$ cat src/rtl/elevator_floor_dispatch_assert.svh
// Assertion macros used by the elevator dispatch top level.
`ifndef ELEVATOR_FLOOR_DISPATCH_ASSERT_SVH
`define ELEVATOR_FLOOR_DISPATCH_ASSERT_SVH

// Same-cycle implication, disabled during reset.
`define EFD_ASSERT_NOW(label, clk, rst, ante, cons) \
   label: assert property (@(posedge clk) disable iff (rst) (ante) |-> (cons)) \
      else $error("elevator dispatch: same-cycle check failed");

// Next-cycle implication, disabled during reset.
`define EFD_ASSERT_NEXT(label, clk, rst, ante, cons) \
   label: assert property (@(posedge clk) disable iff (rst) (ante) |=> (cons)) \
      else $error("elevator dispatch: next-cycle check failed");

`endif

$ cat src/rtl/efd_pkg.sv
// Package with the constants, codes and helper functions of the elevator dispatcher.
package efd_pkg;

   // Number of served floors and the fixed field widths.
   localparam int FloorCount = 4;
   localparam int FloorWidth = 2;
   localparam int MapWidth   = 4;
   localparam int HallWidth  = 3;
   localparam int HallSlots  = 6;
   localparam int CountWidth = $clog2(FloorCount + 1);

   typedef logic [FloorCount-1:0] floor_map_type;
   typedef logic [CountWidth-1:0] floor_count_type;

   // Event codes of the request word.
   typedef enum logic [1:0] {
      ACT_CAB    = 2'd0,
      ACT_HALL   = 2'd1,
      ACT_SENSOR = 2'd2
   } action_type;

   // Travel direction codes.
   typedef enum logic [1:0] {
      DIR_STOP = 2'd0,
      DIR_UP   = 2'd1,
      DIR_DOWN = 2'd2
   } dir_type;

   // One-hot bit of a floor, empty when the floor is not served.
   function automatic floor_map_type floor_bit(logic [FloorWidth-1:0] f);
      floor_map_type m;
      for (int i = 0; i < FloorCount; i++) begin
         m[i] = (int'(f) == i);
      end
      return m;
   endfunction

   // Floors strictly above f.
   function automatic floor_map_type mask_above(logic [FloorWidth-1:0] f);
      floor_map_type m;
      for (int i = 0; i < FloorCount; i++) begin
         m[i] = (i > int'(f));
      end
      return m;
   endfunction

   // Floors strictly below f.
   function automatic floor_map_type mask_below(logic [FloorWidth-1:0] f);
      floor_map_type m;
      for (int i = 0; i < FloorCount; i++) begin
         m[i] = (i < int'(f));
      end
      return m;
   endfunction

   // Number of set bits in a floor map.
   function automatic floor_count_type pop_count(floor_map_type m);
      floor_count_type n;
      n = '0;
      for (int i = 0; i < FloorCount; i++) begin
         n = n + CountWidth'(m[i]);
      end
      return n;
   endfunction

   // Floor that a hall slot belongs to: up calls at 0..2, down calls at 1..3.
   function automatic logic [FloorWidth-1:0] slot_floor(logic [HallWidth-1:0] slot);
      logic [FloorWidth-1:0] f;
      case (slot)
         3'd1, 3'd3: f = 2'd1;
         3'd2, 3'd4: f = 2'd2;
         3'd5:       f = 2'd3;
         default:    f = 2'd0;
      endcase
      return f;
   endfunction

endpackage

$ cat src/rtl/efd_if.sv
// Handshake interfaces for the request and response channels of the dispatcher.
interface efd_req_if;
   logic       valid;
   logic       ready;
   logic [1:0] action;
   logic [efd_pkg::FloorWidth-1:0] req_floor;
   logic [efd_pkg::HallWidth-1:0]  hall_index;
   logic       sensor_valid;
   logic [efd_pkg::FloorWidth-1:0] sensor_floor;

   modport source (output valid, action, req_floor, hall_index, sensor_valid, sensor_floor,
                   input ready);
   modport sink (input valid, action, req_floor, hall_index, sensor_valid, sensor_floor,
                 output ready);
endinterface

interface efd_rsp_if;
   logic       valid;
   logic       ready;
   logic [1:0] motor_dir;
   logic [efd_pkg::FloorWidth-1:0] floor_shown;
   logic       door_open;
   logic       floor_report;
   logic [efd_pkg::MapWidth-1:0]   pending_map;

   modport source (output valid, motor_dir, floor_shown, door_open, floor_report, pending_map,
                   input ready);
   modport sink (input valid, motor_dir, floor_shown, door_open, floor_report, pending_map,
                 output ready);
endinterface

$ cat src/rtl/elevator_floor_dispatch.sv
// Top level of the single-car elevator floor dispatcher.
//
// Usage: every event (cab request, hall assignment or floor sensor sample)
// is sent as one word on the req channel; exactly one word comes back on
// the rsp channel with the direction, indicator floor, door flag, report
// flag and pending floor map after that event.
// The word is held in an input register, then the event logic updates the
// car state and loads the response register, which drives rsp.valid.
// Throughput is one word per cycle while the receiver is ready, since the
// state update reads the state the previous word left.
// When the receiver stalls, the response register holds its word and the
// input register can still take one more word; req.ready drops only when
// both are full.
// Synchronous reset clears the pending map, stops the car at floor zero,
// marks a floor report as due and empties both registers.
module elevator_floor_dispatch (
   input  logic      clock,
   input  logic      reset,
   efd_req_if.sink   req,
   efd_rsp_if.source rsp
);

`include "elevator_floor_dispatch_assert.svh"

   // Input register.
   logic                                 in_valid_ff;
   logic [1:0]                           in_action_ff;
   logic [efd_pkg::FloorWidth-1:0]       in_req_floor_ff;
   logic [efd_pkg::HallWidth-1:0]        in_hall_ff;
   logic                                 in_sensor_valid_ff;
   logic [efd_pkg::FloorWidth-1:0]       in_sensor_floor_ff;

   // Car state.
   efd_pkg::floor_map_type               pend_ff, pend_in;
   efd_pkg::dir_type                     dir_ff, dir_in;
   logic [efd_pkg::FloorWidth-1:0]       last_ff, last_in;
   logic                                 due_ff, due_in;

   // Response register.
   logic                                 out_valid_ff;
   efd_pkg::dir_type                     out_dir_ff;
   logic [efd_pkg::FloorWidth-1:0]       out_floor_ff;
   logic                                 out_door_ff, door_in;
   logic                                 out_report_ff, report_in;
   efd_pkg::floor_map_type               out_pend_ff;

   logic                                 advance;
   logic                                 take_req;
   efd_pkg::floor_map_type               hit_bit;
   efd_pkg::floor_count_type             up_count;
   efd_pkg::floor_count_type             down_count;

   // The response register frees up when empty or drained this cycle.
   assign advance  = !out_valid_ff || rsp.ready;
   assign req.ready = !in_valid_ff || advance;
   assign take_req = req.valid && req.ready;

   // Event handling and dispatch for the word in the input register.
   always_comb begin
      pend_in   = pend_ff;
      dir_in    = dir_ff;
      last_in   = last_ff;
      due_in    = due_ff;
      door_in   = 1'b0;
      report_in = 1'b0;
      hit_bit   = efd_pkg::floor_bit(in_sensor_floor_ff);

      case (efd_pkg::action_type'(in_action_ff))
         efd_pkg::ACT_CAB: begin
            pend_in = pend_in | efd_pkg::floor_bit(in_req_floor_ff);
         end
         efd_pkg::ACT_HALL: begin
            if (int'(in_hall_ff) < efd_pkg::HallSlots) begin
               pend_in = pend_in | efd_pkg::floor_bit(efd_pkg::slot_floor(in_hall_ff));
            end
         end
         efd_pkg::ACT_SENSOR: begin
            if (!in_sensor_valid_ff) begin
               due_in = 1'b1;
            end else if (int'(in_sensor_floor_ff) < efd_pkg::FloorCount) begin
               last_in = in_sensor_floor_ff;
               if ((pend_in & hit_bit) != '0) begin
                  // Arrival at a pending floor: clear it, open the door.
                  pend_in = pend_in & ~hit_bit;
                  door_in = 1'b1;
                  if (pend_in == '0) begin
                     dir_in = efd_pkg::DIR_STOP;
                  end else if (dir_ff == efd_pkg::DIR_UP) begin
                     if ((pend_in & ~efd_pkg::mask_below(in_sensor_floor_ff)) == '0) begin
                        dir_in = efd_pkg::DIR_DOWN;
                     end
                  end else if (dir_ff == efd_pkg::DIR_DOWN) begin
                     if ((pend_in & ~efd_pkg::mask_above(in_sensor_floor_ff)) == '0) begin
                        dir_in = efd_pkg::DIR_UP;
                     end
                  end
               end else begin
                  report_in = due_ff;
               end
               due_in = 1'b0;
            end
         end
         default: begin
         end
      endcase

      // A stopped car with work elsewhere goes toward the side with more pending floors; a tie goes down.
      up_count   = efd_pkg::pop_count(pend_in & efd_pkg::mask_above(last_in));
      down_count = efd_pkg::pop_count(pend_in & efd_pkg::mask_below(last_in));
      if (dir_in == efd_pkg::DIR_STOP && pend_in != '0) begin
         if (up_count == '0 && down_count == '0) begin
            dir_in = efd_pkg::DIR_STOP;
         end else if (up_count > down_count) begin
            dir_in = efd_pkg::DIR_UP;
         end else begin
            dir_in = efd_pkg::DIR_DOWN;
         end
      end
   end

   // Control state and car state.
   always_ff @(posedge clock) begin
      if (reset) begin
         in_valid_ff  <= 1'b0;
         out_valid_ff <= 1'b0;
         pend_ff      <= '0;
         dir_ff       <= efd_pkg::DIR_STOP;
         last_ff      <= '0;
         due_ff       <= 1'b1;
      end else begin
         if (req.ready) begin
            in_valid_ff <= req.valid;
         end
         if (advance) begin
            out_valid_ff <= in_valid_ff;
         end
         if (advance && in_valid_ff) begin
            pend_ff <= pend_in;
            dir_ff  <= dir_in;
            last_ff <= last_in;
            due_ff  <= due_in;
         end
      end
   end

   // Payload registers.
   always_ff @(posedge clock) begin
      if (take_req) begin
         in_action_ff       <= req.action;
         in_req_floor_ff    <= req.req_floor;
         in_hall_ff         <= req.hall_index;
         in_sensor_valid_ff <= req.sensor_valid;
         in_sensor_floor_ff <= req.sensor_floor;
      end
      if (advance && in_valid_ff) begin
         out_dir_ff    <= dir_in;
         out_floor_ff  <= last_in;
         out_door_ff   <= door_in;
         out_report_ff <= report_in;
         out_pend_ff   <= pend_in;
      end
   end

   assign rsp.valid        = out_valid_ff;
   assign rsp.motor_dir    = out_dir_ff;
   assign rsp.floor_shown  = out_floor_ff;
   assign rsp.door_open    = out_door_ff;
   assign rsp.floor_report = out_report_ff;
   assign rsp.pending_map  = efd_pkg::MapWidth'(out_pend_ff);

   // A moving car always has somewhere to go.
   `EFD_ASSERT_NOW(a_moving_has_work, clock, reset,
      dir_ff != efd_pkg::DIR_STOP, pend_ff != '0)
   // An opened door means the floor shown is no longer pending.
   `EFD_ASSERT_NOW(a_door_clears_floor, clock, reset,
      out_valid_ff && out_door_ff, (out_pend_ff & efd_pkg::floor_bit(out_floor_ff)) == '0)
   // A stopped response leaves nothing pending away from the floor shown.
   `EFD_ASSERT_NOW(a_stop_only_here, clock, reset,
      out_valid_ff && out_dir_ff == efd_pkg::DIR_STOP,
      (out_pend_ff & ~efd_pkg::floor_bit(out_floor_ff)) == '0)
   // A stalled response keeps the car state frozen for that cycle.
   `EFD_ASSERT_NEXT(a_stall_freezes_state, clock, reset,
      out_valid_ff && !rsp.ready, $stable(pend_ff) && $stable(dir_ff))

endmodule

$ cat src/flat_wrapper.sv
// flat-port wrapper written by rule: the top's interface ports become plain ports
module elevator_floor_dispatch_flat 
  (clock, reset, req_valid, req_action, req_req_floor, req_hall_index, req_sensor_valid, req_sensor_floor, req_ready, rsp_valid, rsp_motor_dir, rsp_floor_shown, rsp_door_open, rsp_floor_report, rsp_pending_map, rsp_ready);
  efd_req_if req_i ();
  efd_rsp_if rsp_i ();
  input  logic clock;
  input  logic reset;
  input wire logic [$bits(req_i.valid)-1:0] req_valid;
  input wire logic [$bits(req_i.action)-1:0] req_action;
  input wire logic [$bits(req_i.req_floor)-1:0] req_req_floor;
  input wire logic [$bits(req_i.hall_index)-1:0] req_hall_index;
  input wire logic [$bits(req_i.sensor_valid)-1:0] req_sensor_valid;
  input wire logic [$bits(req_i.sensor_floor)-1:0] req_sensor_floor;
  output wire logic [$bits(req_i.ready)-1:0] req_ready;
  output wire logic [$bits(rsp_i.valid)-1:0] rsp_valid;
  output wire logic [$bits(rsp_i.motor_dir)-1:0] rsp_motor_dir;
  output wire logic [$bits(rsp_i.floor_shown)-1:0] rsp_floor_shown;
  output wire logic [$bits(rsp_i.door_open)-1:0] rsp_door_open;
  output wire logic [$bits(rsp_i.floor_report)-1:0] rsp_floor_report;
  output wire logic [$bits(rsp_i.pending_map)-1:0] rsp_pending_map;
  input wire logic [$bits(rsp_i.ready)-1:0] rsp_ready;
  assign req_i.valid = req_valid;
  assign req_i.action = req_action;
  assign req_i.req_floor = req_req_floor;
  assign req_i.hall_index = req_hall_index;
  assign req_i.sensor_valid = req_sensor_valid;
  assign req_i.sensor_floor = req_sensor_floor;
  assign req_ready = req_i.ready;
  assign rsp_valid = rsp_i.valid;
  assign rsp_motor_dir = rsp_i.motor_dir;
  assign rsp_floor_shown = rsp_i.floor_shown;
  assign rsp_door_open = rsp_i.door_open;
  assign rsp_floor_report = rsp_i.floor_report;
  assign rsp_pending_map = rsp_i.pending_map;
  assign rsp_i.ready = rsp_ready;
  elevator_floor_dispatch u_core (.clock(clock), .reset(reset), .req(req_i), .rsp(rsp_i));
endmodule
$ cat config.mk
export PLATFORM = sky130hd
export DESIGN_NAME = elevator_floor_dispatch_flat
export DESIGN_NICKNAME = d
export VERILOG_FILES = /design/src/rtl/efd_pkg.sv /design/src/rtl/efd_if.sv /design/src/rtl/elevator_floor_dispatch.sv /design/src/flat_wrapper.sv
export VERILOG_INCLUDE_DIRS = /design/src /design/src/rtl
export SDC_FILE = /design/constraint.sdc
export NUM_CORES = 1
export LEC_CHECK = 0
export ABC_AREA = 1
export ABC_CLOCK_PERIOD_IN_PS = 5700
export BUFFER_PORTS_ARGS = -buffer_cell sky130_fd_sc_hd__buf_4
export CAP_MARGIN = 5
export CORE_UTILIZATION = 44
export CTS_CLUSTER_SIZE = 40
export DETAILED_ROUTE_END_ITERATION = 6
export SETUP_SLACK_MARGIN = 0.02
export SLEW_MARGIN = 5
export SYNTH_ARGS = -nofsm -noshare
export SYNTH_HDL_FRONTEND = slang
export SYNTH_SLANG_ARGS = --single-unit
$ cat constraint.sdc
create_clock -name clock -period 5.7 [get_ports clock]
set_input_delay 0.57 -clock clock [delete_from_list [all_inputs] [get_ports clock]]
set_output_delay 0.57 -clock clock [all_outputs]
set_load 0.01 [all_outputs]
==> metrics.txt, run 1 <==
# TYPE chip_impl_metric gauge
chip_impl_metric{name="final_antenna_net_count",unit=""} 0
chip_impl_metric{name="via_count_of_the_first_global_routing_pass",unit=""} 1349
chip_impl_info{name="crit_path_capture_type",value="flip-flop"} 1
chip_impl_metric{name="grt_pass1_wl",unit="um"} 5600
chip_impl_metric{name="io_buffer_count",unit=""} 25
chip_impl_info{name="cp_cell_sequence",value="inv_2 > nand3_2 > o21ai_2 > inv_2 > nor2_1 > inv_1 > nor2_1 > inv_1 > fa_1 > inv_1 > ha_1 > a21oi_1 > and2_1 > inv_1 > nand2_1 > nor2_1 > nand2_1 > nand2_1"} 1
chip_impl_metric{name="area_delta_synth_final",unit="%"} 19.4
chip_impl_metric{name="fin_total_pwr",unit="W"} 0.000603
chip_impl_metric{name="fp.dieArea",unit="um2"} 4210
chip_impl_info{name="path_common_cell",value="inv_1"} 1
chip_impl_metric{name="switching_share",unit="%"} 25.8
chip_impl_metric{name="drc",unit=""} 0
chip_impl_metric{name="antenna_found_initial",unit=""} 0
chip_impl_metric{name="post_cts.repair.setup_buffers",unit=""} 0
chip_impl_info{name="cts_tree",value="built"} 1
chip_impl_metric{name="placement_rows",unit=""} 22
chip_impl_metric{name="post-place-ws",unit="ps"} 2670
chip_impl_metric{name="routed_wl",unit="um"} 3190
chip_impl_metric{name="clock_latency",unit="ps"} 280
chip_impl_metric{name="ir_worst_vdd",unit="mV"} 0.169
chip_impl_metric{name="pwr-share-comb",unit="%"} 19.1
chip_impl_metric{name="setup_total_negative_slack",unit="ps"} 0
chip_impl_metric{name="timing_hold_violations_final",unit=""} 0
chip_impl_metric{name="critical_path.max_stage_delay",unit="ps"} 470
chip_impl_metric{name="insertedDiodeCount",unit=""} 0
chip_impl_metric{name="vias",unit=""} 1367
chip_impl_metric{name="avgSynthCellArea",unit="um2"} 8.40
chip_impl_metric{name="cp_data_required_time",unit="ps"} 5740
chip_impl_metric{name="finalNetCount",unit=""} 257
chip_impl_metric{name="post-route-period-util",unit="%"} 52.8
chip_impl_metric{name="internal-power",unit="W"} 0.000447
chip_impl_metric{name="setup_viol",unit=""} 0
chip_impl_metric{name="grt_remaining_overflow",unit=""} 0
chip_impl_info{name="largest_delay_contributor_family_on_the_critical_path",value="simple AND/OR/NAND/NOR gates"} 1
chip_impl_metric{name="crit_path_max_fanout",unit=""} 11
chip_impl_info{name="worstSetupStartpointType",value="flip-flop"} 1
chip_impl_metric{name="clock_transition_time_at_the_flip_flop_clock_pins_of_the_worst_setup_and_hold_paths",unit="ps"} 60
chip_impl_info{name="slowest_stage",value="fa_1"} 1
chip_impl_metric{name="maxSlewViolCount",unit=""} 0
chip_impl_info{name="clock_tree_root",value="clkbuf_8"} 1
chip_impl_metric{name="clock_path_buffers",unit=""} 2
chip_impl_metric{name="postCtsResizedCells",unit=""} 0
chip_impl_metric{name="ys_seq_elements",unit=""} 31
chip_impl_metric{name="vias_per_cell",unit=""} 4.80
chip_impl_info{name="layout.cells.most_common_list",value="nand2_1 (49), inv_1 (33), buf_4 (25)"} 1
chip_impl_metric{name="drive_above_1_share",unit="%"} 22.4
chip_impl_metric{name="max-slew-margin-rel",unit="%"} 49.7
chip_impl_metric{name="max_cap_violations",unit=""} 0
chip_impl_metric{name="final_period_minus_worst_setup_slack",unit="ps"} 3010
chip_impl_metric{name="floorplan.die.height",unit="um"} 64.9
chip_impl_info{name="critical_path.startpoint",value="u_core.in_action_ff[0]"} 1
chip_impl_metric{name="die_w",unit="um"} 64.9
chip_impl_metric{name="placeableCoreArea",unit="um2"} 3720
chip_impl_metric{name="synthesis.instances",unit=""} 207
chip_impl_metric{name="crit_arrival",unit="ps"} 3050
chip_impl_info{name="r2r_path_start",value="u_core.in_action_ff[0]"} 1
chip_impl_metric{name="p_seq_share",unit="%"} 44.7
chip_impl_metric{name="p_leak",unit="nW"} 1.03
chip_impl_metric{name="maxClockFrequency",unit="MHz"} 332
chip_impl_metric{name="first_pass_iters",unit=""} 4
chip_impl_metric{name="cellPowerDensity",unit="nW/um2"} 290
chip_impl_metric{name="cts_buffers",unit=""} 5
chip_impl_info{name="rsz_0062_raised_after_global_routing",value="false"} 1
chip_impl_metric{name="synth-edff-count",unit=""} 20
chip_impl_metric{name="cts.sink_count",unit=""} 31
chip_impl_metric{name="power.clock.fraction",unit="%"} 36.1
chip_impl_metric{name="ctsHoldBuffers",unit=""} 0
chip_impl_metric{name="io_pins",unit=""} 26
chip_impl_metric{name="fin_worst_skew",unit="ps"} 2.16
chip_impl_metric{name="grt_util_all_layers",unit="%"} 18.1
chip_impl_metric{name="grt_max_degree",unit=""} 24
chip_impl_metric{name="final_critical_path_setup_slack",unit="ps"} 2690
chip_impl_info{name="status",value="complete, no violations"} 1
chip_impl_metric{name="synth.lib_cells_used.distinct",unit=""} 26
chip_impl_metric{name="globalplace.congestion",unit=""} 0.917
chip_impl_metric{name="floorplan.initialDensity",unit="%"} 46.8
chip_impl_info{name="worst_hold_startpoint",value="req_req_floor[1]"} 1
chip_impl_metric{name="yosys_warnings",unit=""} 0
chip_impl_metric{name="post_synth_instance_area",unit="um2"} 1740
chip_impl_metric{name="switchingPower",unit="W"} 0.000156
chip_impl_metric{name="timing_worst_slew_pin_value",unit="ps"} 754
chip_impl_metric{name="htree_levels",unit=""} 2
chip_impl_info{name="synth-main-ff-cell",value="edfxtp_1"} 1
chip_impl_metric{name="hpwl_after_detailed_placement",unit="um"} 2590
chip_impl_info{name="critical_path_class",value="flip-flop to flip-flop"} 1
chip_impl_metric{name="syn-num-nets",unit=""} 228
chip_impl_info{name="hold_path.class",value="primary input to flip-flop"} 1
chip_impl_metric{name="hold_slack",unit="ps"} 466
chip_impl_metric{name="synthArstFlopShare",unit="%"} 0
chip_impl_metric{name="seq_area_frac_synth",unit="%"} 47.2
chip_impl_metric{name="count_of_routing_violations_after_the_opening_detailed_route_iteration",unit=""} 38
chip_impl_metric{name="routedWlPerCell",unit="um"} 11.2
chip_impl_metric{name="cp.buffers_inverters",unit=""} 6
chip_impl_info{name="layout_commonest_cell",value="nand2_1"} 1
==> worst reg2reg max path, stage by stage (launching register included) <==
cell,delay [ps]
edfxtp_1,450
inv_2,120
nand3_2,210
o21ai_2,250
inv_2,80
nor2_1,100
inv_1,50
nor2_1,120
inv_1,70
fa_1,470
inv_1,50
ha_1,270
a21oi_1,110
and2_1,150
inv_1,40
nand2_1,50
nor2_1,40
nand2_1,70
nand2_1,50
==> path summary, 6_finish.rpt <==
path,slack [ps],end,depth (start not counted)
min reg2reg,500,u_core.last_ff[0],2
max,2690,u_core.rsp.motor_dir[1],18
max reg2reg,2690,u_core.rsp.motor_dir[1],18
min,470,u_core.in_req_floor_ff[1],1
==> area by class of cell <==
class | count | area (um2)
Multi-Input combinational cell | 137 | 756
Clock inverter | 2 | 35.0
Clock buffer | 6 | 82.6
Tap cell | 48 | 60.1
Inverter | 36 | 135
Timing Repair Buffer | 25 | 188
Fill cell | 352 | 1640
Sequential cell | 31 | 821
==> logic make-up (layout without fill, tap and decap cells) <==
group / after synthesis / count (layout) / synth area share (%)
compound gates: 25 / 25 / 9.42
flops: 31 / 31 / 47.2
buf+inv: 39 / 69 / 9.35
simple gates: 105 / 105 / 28.1
fa+ha+maj: 7 / 7 / 5.90
==> per-stage QoR <==
stage	instances	util (%)	cell area, um2
after global placement	277	52.7	1960
after global routing	285	55.9	2080
after CTS	285	55.9	2080
after floorplan	207	-	1740
after detailed placement	277	52.7	1960
final	285	55.9	2080
==> cell usage after synthesis (2+ instances only) <==
| cell type | n | area share, % |
|---|---|---|
| nor2_4 | 4 | 2.6 |
| a21oi_1 | 10 | 2.9 |
| o21ai_0 | 5 | 1.4 |
| o21ai_2 | 2 | 1.0 |
| nand3_2 | 3 | 1.7 |
| dfxtp_1 | 11 | 13 |
| nand2_2 | 3 | 1.1 |
| o211ai_1 | 3 | 1.3 |
| nor2_1 | 24 | 5.2 |
| edfxtp_1 | 20 | 35 |
| fa_1 | 2 | 2.3 |
| nand2_1 | 49 | 11 |
| nand4_1 | 3 | 1.1 |
| nand3_1 | 14 | 4.0 |
| inv_1 | 33 | 7.1 |
| buf_6 | 2 | 1.3 |
| inv_2 | 3 | 0.65 |
| nor2_2 | 3 | 1.1 |
| ha_1 | 5 | 3.6 |
| o21bai_1 | 2 | 0.86 |
==> layer usage <==
metal	share of wire [%]	track usage, %	vias to the layer above
li1	-	-	723
met1	43	19.0	607
met2	50	32.7	30
met3	4.1	4.75	7
met4	2.4	9.17	0
met5	0	0	-
==> power by group through the flow <==
stage | sequential, W | clock [W] | combinational, W
after floorplan | 0.000274 | 0 | 0.0000825
after global placement | 0.000275 | 0 | 0.000114
after detailed placement | 0.000275 | 0 | 0.000117
after CTS | 0.000270 | 0.000224 | 0.000117
after global routing | 0.000272 | 0.000235 | 0.000133
final | 0.000270 | 0.000218 | 0.000115
(Power assumes the default switching activity.)
==> inputs of run 2 (changes only) <==
--- a/config.mk
+++ b/config.mk
@@ -7,12 +7,13 @@
 export NUM_CORES = 1
 export LEC_CHECK = 0
 export ABC_AREA = 1
-export ABC_CLOCK_PERIOD_IN_PS = 5700
+export ABC_CLOCK_PERIOD_IN_PS = 2700
 export BUFFER_PORTS_ARGS = -buffer_cell sky130_fd_sc_hd__buf_4
 export CAP_MARGIN = 5
 export CORE_UTILIZATION = 44
 export CTS_CLUSTER_SIZE = 40
 export DETAILED_ROUTE_END_ITERATION = 6
+export PLACE_DENSITY = 0.67
 export SETUP_SLACK_MARGIN = 0.02
 export SLEW_MARGIN = 5
 export SYNTH_ARGS = -nofsm -noshare
==> constraint.sdc (replaced) <==
create_clock -name clock -period 2.7 [get_ports clock]
set_input_delay 0.27 -clock clock [delete_from_list [all_inputs] [get_ports clock]]
set_output_delay 0.27 -clock clock [all_outputs]
set_load 0.01 [all_outputs]
==> metrics.txt, run 2 (synthesis results as in run 1) <==
# TYPE chip_impl_metric gauge
chip_impl_metric{name="via_count_of_the_first_global_routing_pass",unit=""} 1343
chip_impl_metric{name="globalplace.congestion",unit=""} 0.886
chip_impl_metric{name="timing_hold_violations_final",unit=""} 0
chip_impl_metric{name="antenna_found_initial",unit=""} 0
chip_impl_metric{name="final_period_minus_worst_setup_slack",unit="ps"} 2770
chip_impl_metric{name="grt_remaining_overflow",unit=""} 0
chip_impl_metric{name="placement_rows",unit=""} 22
chip_impl_metric{name="pwr-share-comb",unit="%"} 24.0
chip_impl_metric{name="cellPowerDensity",unit="nW/um2"} 532
chip_impl_info{name="layout_commonest_cell",value="nand2_1"} 1
chip_impl_metric{name="floorplan.die.height",unit="um"} 64.9
chip_impl_metric{name="finalNetCount",unit=""} 279
chip_impl_metric{name="crit_arrival",unit="ps"} 2800
chip_impl_metric{name="io_pins",unit=""} 26
chip_impl_info{name="crit_path_capture_type",value="flip-flop"} 1
chip_impl_metric{name="floorplan.initialDensity",unit="%"} 46.8
chip_impl_metric{name="cts_buffers",unit=""} 5
chip_impl_metric{name="placeableCoreArea",unit="um2"} 3720
chip_impl_info{name="hold_path.class",value="primary input to flip-flop"} 1
chip_impl_metric{name="routed_wl",unit="um"} 3230
chip_impl_metric{name="layout.area.seq",unit="um2"} 821
chip_impl_metric{name="ir_worst_vdd",unit="mV"} 0.323
chip_impl_info{name="critical_path_class",value="flip-flop to flip-flop"} 1
chip_impl_metric{name="grt_pass1_wl",unit="um"} 5400
chip_impl_info{name="failed_checks",value="negative setup slack"} 1
chip_impl_metric{name="area_delta_synth_final",unit="%"} 28.4
chip_impl_metric{name="max-slew-margin-rel",unit="%"} 49.6
chip_impl_metric{name="switchingPower",unit="W"} 0.000330
chip_impl_metric{name="p_seq_share",unit="%"} 47.7
chip_impl_metric{name="post-route-period-util",unit="%"} 103
chip_impl_metric{name="fp.dieArea",unit="um2"} 4210
chip_impl_metric{name="setup_viol",unit=""} 4
chip_impl_metric{name="timing_worst_slew_pin_value",unit="ps"} 756
chip_impl_metric{name="clock_path_buffers",unit=""} 2
chip_impl_metric{name="drive_above_1_share",unit="%"} 30.1
chip_impl_metric{name="drc",unit=""} 0
chip_impl_metric{name="placed_cells",unit=""} 295
chip_impl_metric{name="io_buffer_count",unit=""} 25
chip_impl_metric{name="insertedDiodeCount",unit=""} 0
chip_impl_info{name="worstSetupStartpointType",value="flip-flop"} 1
chip_impl_metric{name="first_pass_iters",unit=""} 4
chip_impl_info{name="status",value="finished with violations"} 1
chip_impl_metric{name="power.clock.fraction",unit="%"} 28.3
chip_impl_metric{name="maxClockFrequency",unit="MHz"} 361
chip_impl_metric{name="maxSlewViolCount",unit=""} 0
chip_impl_info{name="layout.cells.most_common_list",value="nand2_1 (48), buf_4 (47), inv_1 (32)"} 1
chip_impl_info{name="cts_tree",value="built"} 1
chip_impl_metric{name="vias",unit=""} 1455
chip_impl_metric{name="switching_share",unit="%"} 27.8
chip_impl_metric{name="final-instance-count-excl-fill",unit=""} 307
chip_impl_metric{name="final.fill_count",unit=""} 340
chip_impl_metric{name="cts.sink_count",unit=""} 31
chip_impl_metric{name="area_used_by_multi_input_combinational_logic",unit="um2"} 785
chip_impl_metric{name="die_w",unit="um"} 64.9
chip_impl_metric{name="grt_util_all_layers",unit="%"} 17.3
chip_impl_metric{name="hpwl_after_detailed_placement",unit="um"} 2510
chip_impl_metric{name="fin_total_pwr",unit="W"} 0.00119
chip_impl_metric{name="grt_max_degree",unit=""} 24
chip_impl_metric{name="cp_data_required_time",unit="ps"} 2730
chip_impl_metric{name="fin_worst_skew",unit="ps"} 3.49
chip_impl_metric{name="p_leak",unit="nW"} 1.11
chip_impl_metric{name="hold_slack",unit="ps"} 167
chip_impl_metric{name="clock_transition_time_at_the_flip_flop_clock_pins_of_the_worst_setup_and_hold_paths",unit="ps"} 60
chip_impl_metric{name="clock_latency",unit="ps"} 280
chip_impl_metric{name="routedWlPerCell",unit="um"} 10.5
chip_impl_metric{name="final_antenna_net_count",unit=""} 0
chip_impl_metric{name="crit_path_max_fanout",unit=""} 6
chip_impl_info{name="rsz_0062_raised_after_global_routing",value="true"} 1
chip_impl_metric{name="final_critical_path_setup_slack",unit="ps"} -70.1
chip_impl_metric{name="vias_per_cell",unit=""} 4.74
chip_impl_metric{name="internal-power",unit="W"} 0.000859
chip_impl_metric{name="htree_levels",unit=""} 2
chip_impl_metric{name="max_cap_violations",unit=""} 0
chip_impl_info{name="clock_tree_root",value="clkbuf_8"} 1
chip_impl_metric{name="count_of_routing_violations_after_the_opening_detailed_route_iteration",unit=""} 43
-- run 2: changes by cell type in the layout (fill, tap and decap cells not counted), moves of 3 or more --
cell and delta:
buf_4 +22, clkbuf_1 +3, nor2_1 -3, nor2_2 +3
-- run 2: power by group through the flow --
stage               logic [W]  clock network (W)  registers, W
finish               0.000285           0.000337      0.000567
global route         0.000320           0.000370      0.000571
CTS                  0.000282           0.000351      0.000567
detailed placement   0.000277                  0      0.000576
global placement     0.000271                  0      0.000576
floorplan            0.000176                  0      0.000579
-- run 2: routing by layer --
layer	track usage (%)	up-vias	part of all wire (%)	wire, um
met5	0	-	0	0
met4	9.72	0	2.7	86
met3	4.75	9	4.4	142
met2	30.7	40	50	1630
met1	18.2	638	43	1370
li1	-	768	-	-
-- run 2: what timing repair did --
action,CTS,global route
hold buffers,0,0
setup endpoints to repair,4,4
resized for setup,5,2
pin swaps,2,0
hold endpoints to repair,0,0
setup buffers,2,2
-- run 2: final timing paths --
path	cells past startpoint	startpoint	to	slack (ps)
worst max-delay path	17	u_core.in_action_ff[0]	u_core.rsp.motor_dir[1]	-70
worst min-delay path	1	req_action[0]	u_core.in_action_ff[0]	170
worst max register to register	17	u_core.in_action_ff[0]	u_core.rsp.motor_dir[1]	-70
worst min register to register	2	u_core.rsp.valid	u_core.rsp.valid	510
-- run 2: stage by stage --
stage	util (%)	TNS, ps	area, um2	worst slack (ps)
detailed placement	56.6	-358	2100	-118
global placement	56.6	-207	2100	-78.6
CTS	59.6	-167	2210	-62.2
finish	60.1	-189	2230	-70.1
floorplan	-	-14.4	1750	-14.4
global route	60.1	-978	2230	-272
-- run 2: layout make-up --
cell class,instances,share of cell area [%]
multi-input combinational,137,35.1
inverter,36,6.05
clock buffer,8,3.59
tap,48,2.69
sequential,31,36.8
timing repair buffer,47,15.8
-- run 2: worst max-delay path: stages, from the launching register on --
cell and delay (ps):
edfxtp_1 390, inv_2 100, nand3_4 120, o21ai_4 180
inv_2 60, buf_4 140, nor2_2 120, inv_1 70
fa_1 510, inv_1 60, ha_1 270, a21oi_1 110
and2_1 150, inv_1 40, nand2_1 40, nor2_1 40
nand2_1 70, nand2_1 50
==> inputs of run 3 (changes only) <==
--- a/config.mk
+++ b/config.mk
@@ -7,13 +7,13 @@
 export NUM_CORES = 1
 export LEC_CHECK = 0
 export ABC_AREA = 1
-export ABC_CLOCK_PERIOD_IN_PS = 2700
+export ABC_CLOCK_PERIOD_IN_PS = 2300
 export BUFFER_PORTS_ARGS = -buffer_cell sky130_fd_sc_hd__buf_4
 export CAP_MARGIN = 5
-export CORE_UTILIZATION = 44
+export CORE_UTILIZATION = 26
 export CTS_CLUSTER_SIZE = 40
 export DETAILED_ROUTE_END_ITERATION = 6
-export PLACE_DENSITY = 0.67
+export MAX_ROUTING_LAYER = met4
 export SETUP_SLACK_MARGIN = 0.02
 export SLEW_MARGIN = 5
 export SYNTH_ARGS = -nofsm -noshare
==> constraint.sdc (replaced) <==
create_clock -name clock -period 2.3 [get_ports clock]
set_input_delay 0.23 -clock clock [delete_from_list [all_inputs] [get_ports clock]]
set_output_delay 0.23 -clock clock [all_outputs]
set_load 0.01 [all_outputs]
==> metrics.txt, run 3 (synthesis results as in run 1) <==
# TYPE chip_impl_metric gauge
chip_impl_metric{name="fp.dieArea",unit="um2"} 7020
chip_impl_metric{name="drc",unit=""} 0
chip_impl_metric{name="drive_above_1_share",unit="%"} 43.7
chip_impl_metric{name="grt_util_all_layers",unit="%"} 11.3
chip_impl_metric{name="globalplace.congestion",unit=""} 0.879
chip_impl_metric{name="final.fill_count",unit=""} 649
chip_impl_metric{name="maxSlewViolCount",unit=""} 0
chip_impl_metric{name="floorplan.die.height",unit="um"} 83.8
chip_impl_metric{name="max_cap_violations",unit=""} 0
chip_impl_info{name="layout_commonest_cell",value="buf_4"} 1
chip_impl_metric{name="io_buffer_count",unit=""} 25
chip_impl_metric{name="maxClockFrequency",unit="MHz"} 362
chip_impl_metric{name="cts_buffers",unit=""} 5
chip_impl_metric{name="post-place-ws",unit="ps"} -518
chip_impl_metric{name="max-slew-margin-rel",unit="%"} 48.0
chip_impl_metric{name="timing_hold_violations_final",unit=""} 0
chip_impl_metric{name="crit_arrival",unit="ps"} 2950
chip_impl_metric{name="cp_data_required_time",unit="ps"} 2490
chip_impl_info{name="layout.cells.most_common_list",value="buf_4 (63), nand2_1 (44), inv_1 (29)"} 1
chip_impl_metric{name="final_design_area_no_fill",unit="um2"} 2490
chip_impl_metric{name="grt_pass1_wl",unit="um"} 6030
chip_impl_metric{name="post_dp_cell_area",unit="um2"} 2210
chip_impl_metric{name="p_leak",unit="nW"} 1.21
chip_impl_metric{name="vias",unit=""} 1536
chip_impl_metric{name="placeableCoreArea",unit="um2"} 6390
chip_impl_metric{name="final_antenna_net_count",unit=""} 0
chip_impl_metric{name="routedWlPerCell",unit="um"} 10.1
chip_impl_info{name="crit_path_capture_type",value="flip-flop"} 1
chip_impl_metric{name="fin_total_pwr",unit="W"} 0.00150
chip_impl_metric{name="ctsHoldBuffers",unit=""} 0
chip_impl_metric{name="cellPowerDensity",unit="nW/um2"} 603
chip_impl_info{name="critical_path_class",value="flip-flop to flip-flop"} 1
chip_impl_metric{name="cts.sink_count",unit=""} 31
chip_impl_info{name="clock_tree_root",value="clkbuf_8"} 1
chip_impl_metric{name="ir_worst_vdd",unit="mV"} 0.358
chip_impl_metric{name="first_pass_iters",unit=""} 4
chip_impl_info{name="failed_checks",value="negative setup slack"} 1
chip_impl_metric{name="htree_levels",unit=""} 2
chip_impl_metric{name="fin_worst_skew",unit="ps"} 2.99
chip_impl_metric{name="worstHoldPathCells",unit=""} 1
chip_impl_metric{name="hold_slack",unit="ps"} 114
chip_impl_metric{name="vias_per_cell",unit=""} 4.34
chip_impl_metric{name="crit_path_max_fanout",unit=""} 7
chip_impl_metric{name="floorplan.initialDensity",unit="%"} 27.2
chip_impl_metric{name="post-route-period-util",unit="%"} 120
chip_impl_metric{name="clock_path_buffers",unit=""} 2
chip_impl_metric{name="area_delta_synth_final",unit="%"} 43.2
chip_impl_metric{name="via_count_of_the_first_global_routing_pass",unit=""} 1443
chip_impl_metric{name="timing_worst_slew_pin_value",unit="ps"} 779
chip_impl_metric{name="grt_remaining_overflow",unit=""} 0
chip_impl_metric{name="io_pins",unit=""} 26
chip_impl_metric{name="routed_wl",unit="um"} 3580
chip_impl_metric{name="area_used_by_multi_input_combinational_logic",unit="um2"} 860
chip_impl_metric{name="antenna_found_initial",unit=""} 0
chip_impl_info{name="status",value="finished with violations"} 1
chip_impl_info{name="rsz_0062_raised_after_global_routing",value="true"} 1
chip_impl_info{name="hold_path.class",value="primary input to flip-flop"} 1
chip_impl_metric{name="clock_latency",unit="ps"} 290
chip_impl_metric{name="die_w",unit="um"} 83.8
chip_impl_metric{name="setup_viol",unit=""} 4
chip_impl_info{name="cts_tree",value="built"} 1
chip_impl_metric{name="final_critical_path_setup_slack",unit="ps"} -462
chip_impl_metric{name="r2r.worst_path.cells",unit=""} 19
chip_impl_metric{name="placement_rows",unit=""} 29
chip_impl_metric{name="setup_total_negative_slack",unit="ps"} -1760
chip_impl_metric{name="hpwl_after_detailed_placement",unit="um"} 2670
chip_impl_metric{name="grt_max_degree",unit=""} 24
chip_impl_metric{name="finalNetCount",unit=""} 297
chip_impl_metric{name="layout.area.seq",unit="um2"} 821
chip_impl_metric{name="count_of_routing_violations_after_the_opening_detailed_route_iteration",unit=""} 44
chip_impl_metric{name="clock_transition_time_at_the_flip_flop_clock_pins_of_the_worst_setup_and_hold_paths",unit="ps"} 60
chip_impl_metric{name="final_period_minus_worst_setup_slack",unit="ps"} 2760
chip_impl_metric{name="insertedDiodeCount",unit=""} 0
chip_impl_info{name="worstSetupStartpointType",value="flip-flop"} 1
-- run 3: cell count changes in the layout (fill, tap and decap cells not counted), moves of 3 or more --
cell      previous run  this run
clkbuf_1             3         0
nor2_2               6        11
ha_1                 5         2
buf_4               47        63
inv_1               32        29
nand2_2              4         8
clkinv_2             0         3
nand2_1             48        44
inv_2                4         7
nor2_1              21        16
-- run 3: path summary, 6_finish.rpt --
path	from	slack [ps]	to
worst max-delay path	u_core.in_action_ff[1]	-460	u_core.dir_ff[1]
worst min-delay path	req_sensor_valid	110	u_core.in_sensor_valid_ff
worst max register to register	u_core.in_action_ff[1]	-460	u_core.dir_ff[1]
worst min register to register	u_core.last_ff[1]	520	u_core.last_ff[1]
-- run 3: what timing repair did --
action / CTS / global route
buffers inserted: 9 / 4
cloned: 0 / 0
endpoints found under the setup margin: 4 / 4
pin swaps: 8 / 20
resized for setup: 12 / 20
-- run 3: stage by stage --
stage          utilization, %  instances
6_report                 39.0        354
5_1_grt                  39.0        354
2_1_floorplan               -        207
4_1_cts                  37.7        351
3_5_place_dp             34.7        334
3_3_place_gp             34.7        334
-- run 3: critical path: stages, from the launching register on --
cell	delay (ps)
edfxtp_1	470
nand3_4	200
buf_6	120
nor2_2	30
nor2_2	110
nand2_2	100
nor2_2	130
inv_1	60
fa_2	520
inv_2	50
ha_4	230
a21oi_2	110
and2_4	160
inv_2	30
nand2_1	40
nor2_1	40
nand2_1	70
nand3_1	60
nand2_1	100
inv_1	40
-- run 3: cell type report --
type                    instances  share of cell area (%)
multi-input cells             137                    34.5
flip-flops and latches         31                    32.9
repair buffers                 65                    19.9
inverters                      36                    5.42
well taps                      77                    3.87
clock buffers                   5                    2.76
clock inverters                 3                   0.603
-- run 3: power by group --
part	total (W)	switching, W	internal [W]
clock	0.000412	0.000205	0.000206
sequential	0.000663	0.0000235	0.000640
combinational	0.000427	0.000216	0.000211
total	0.00150	0.000444	0.00106
-- run 3: layer usage --
layer	vias to the layer above	share of wire, %	global-route usage (%)	wire length [um]
met2	30	50	18.7	1790
met5	-	0	-	0
met4	0	1.8	5.08	63
met3	9	4.4	3.17	159
li1	806	-	-	-
met1	691	44	12.6	1560
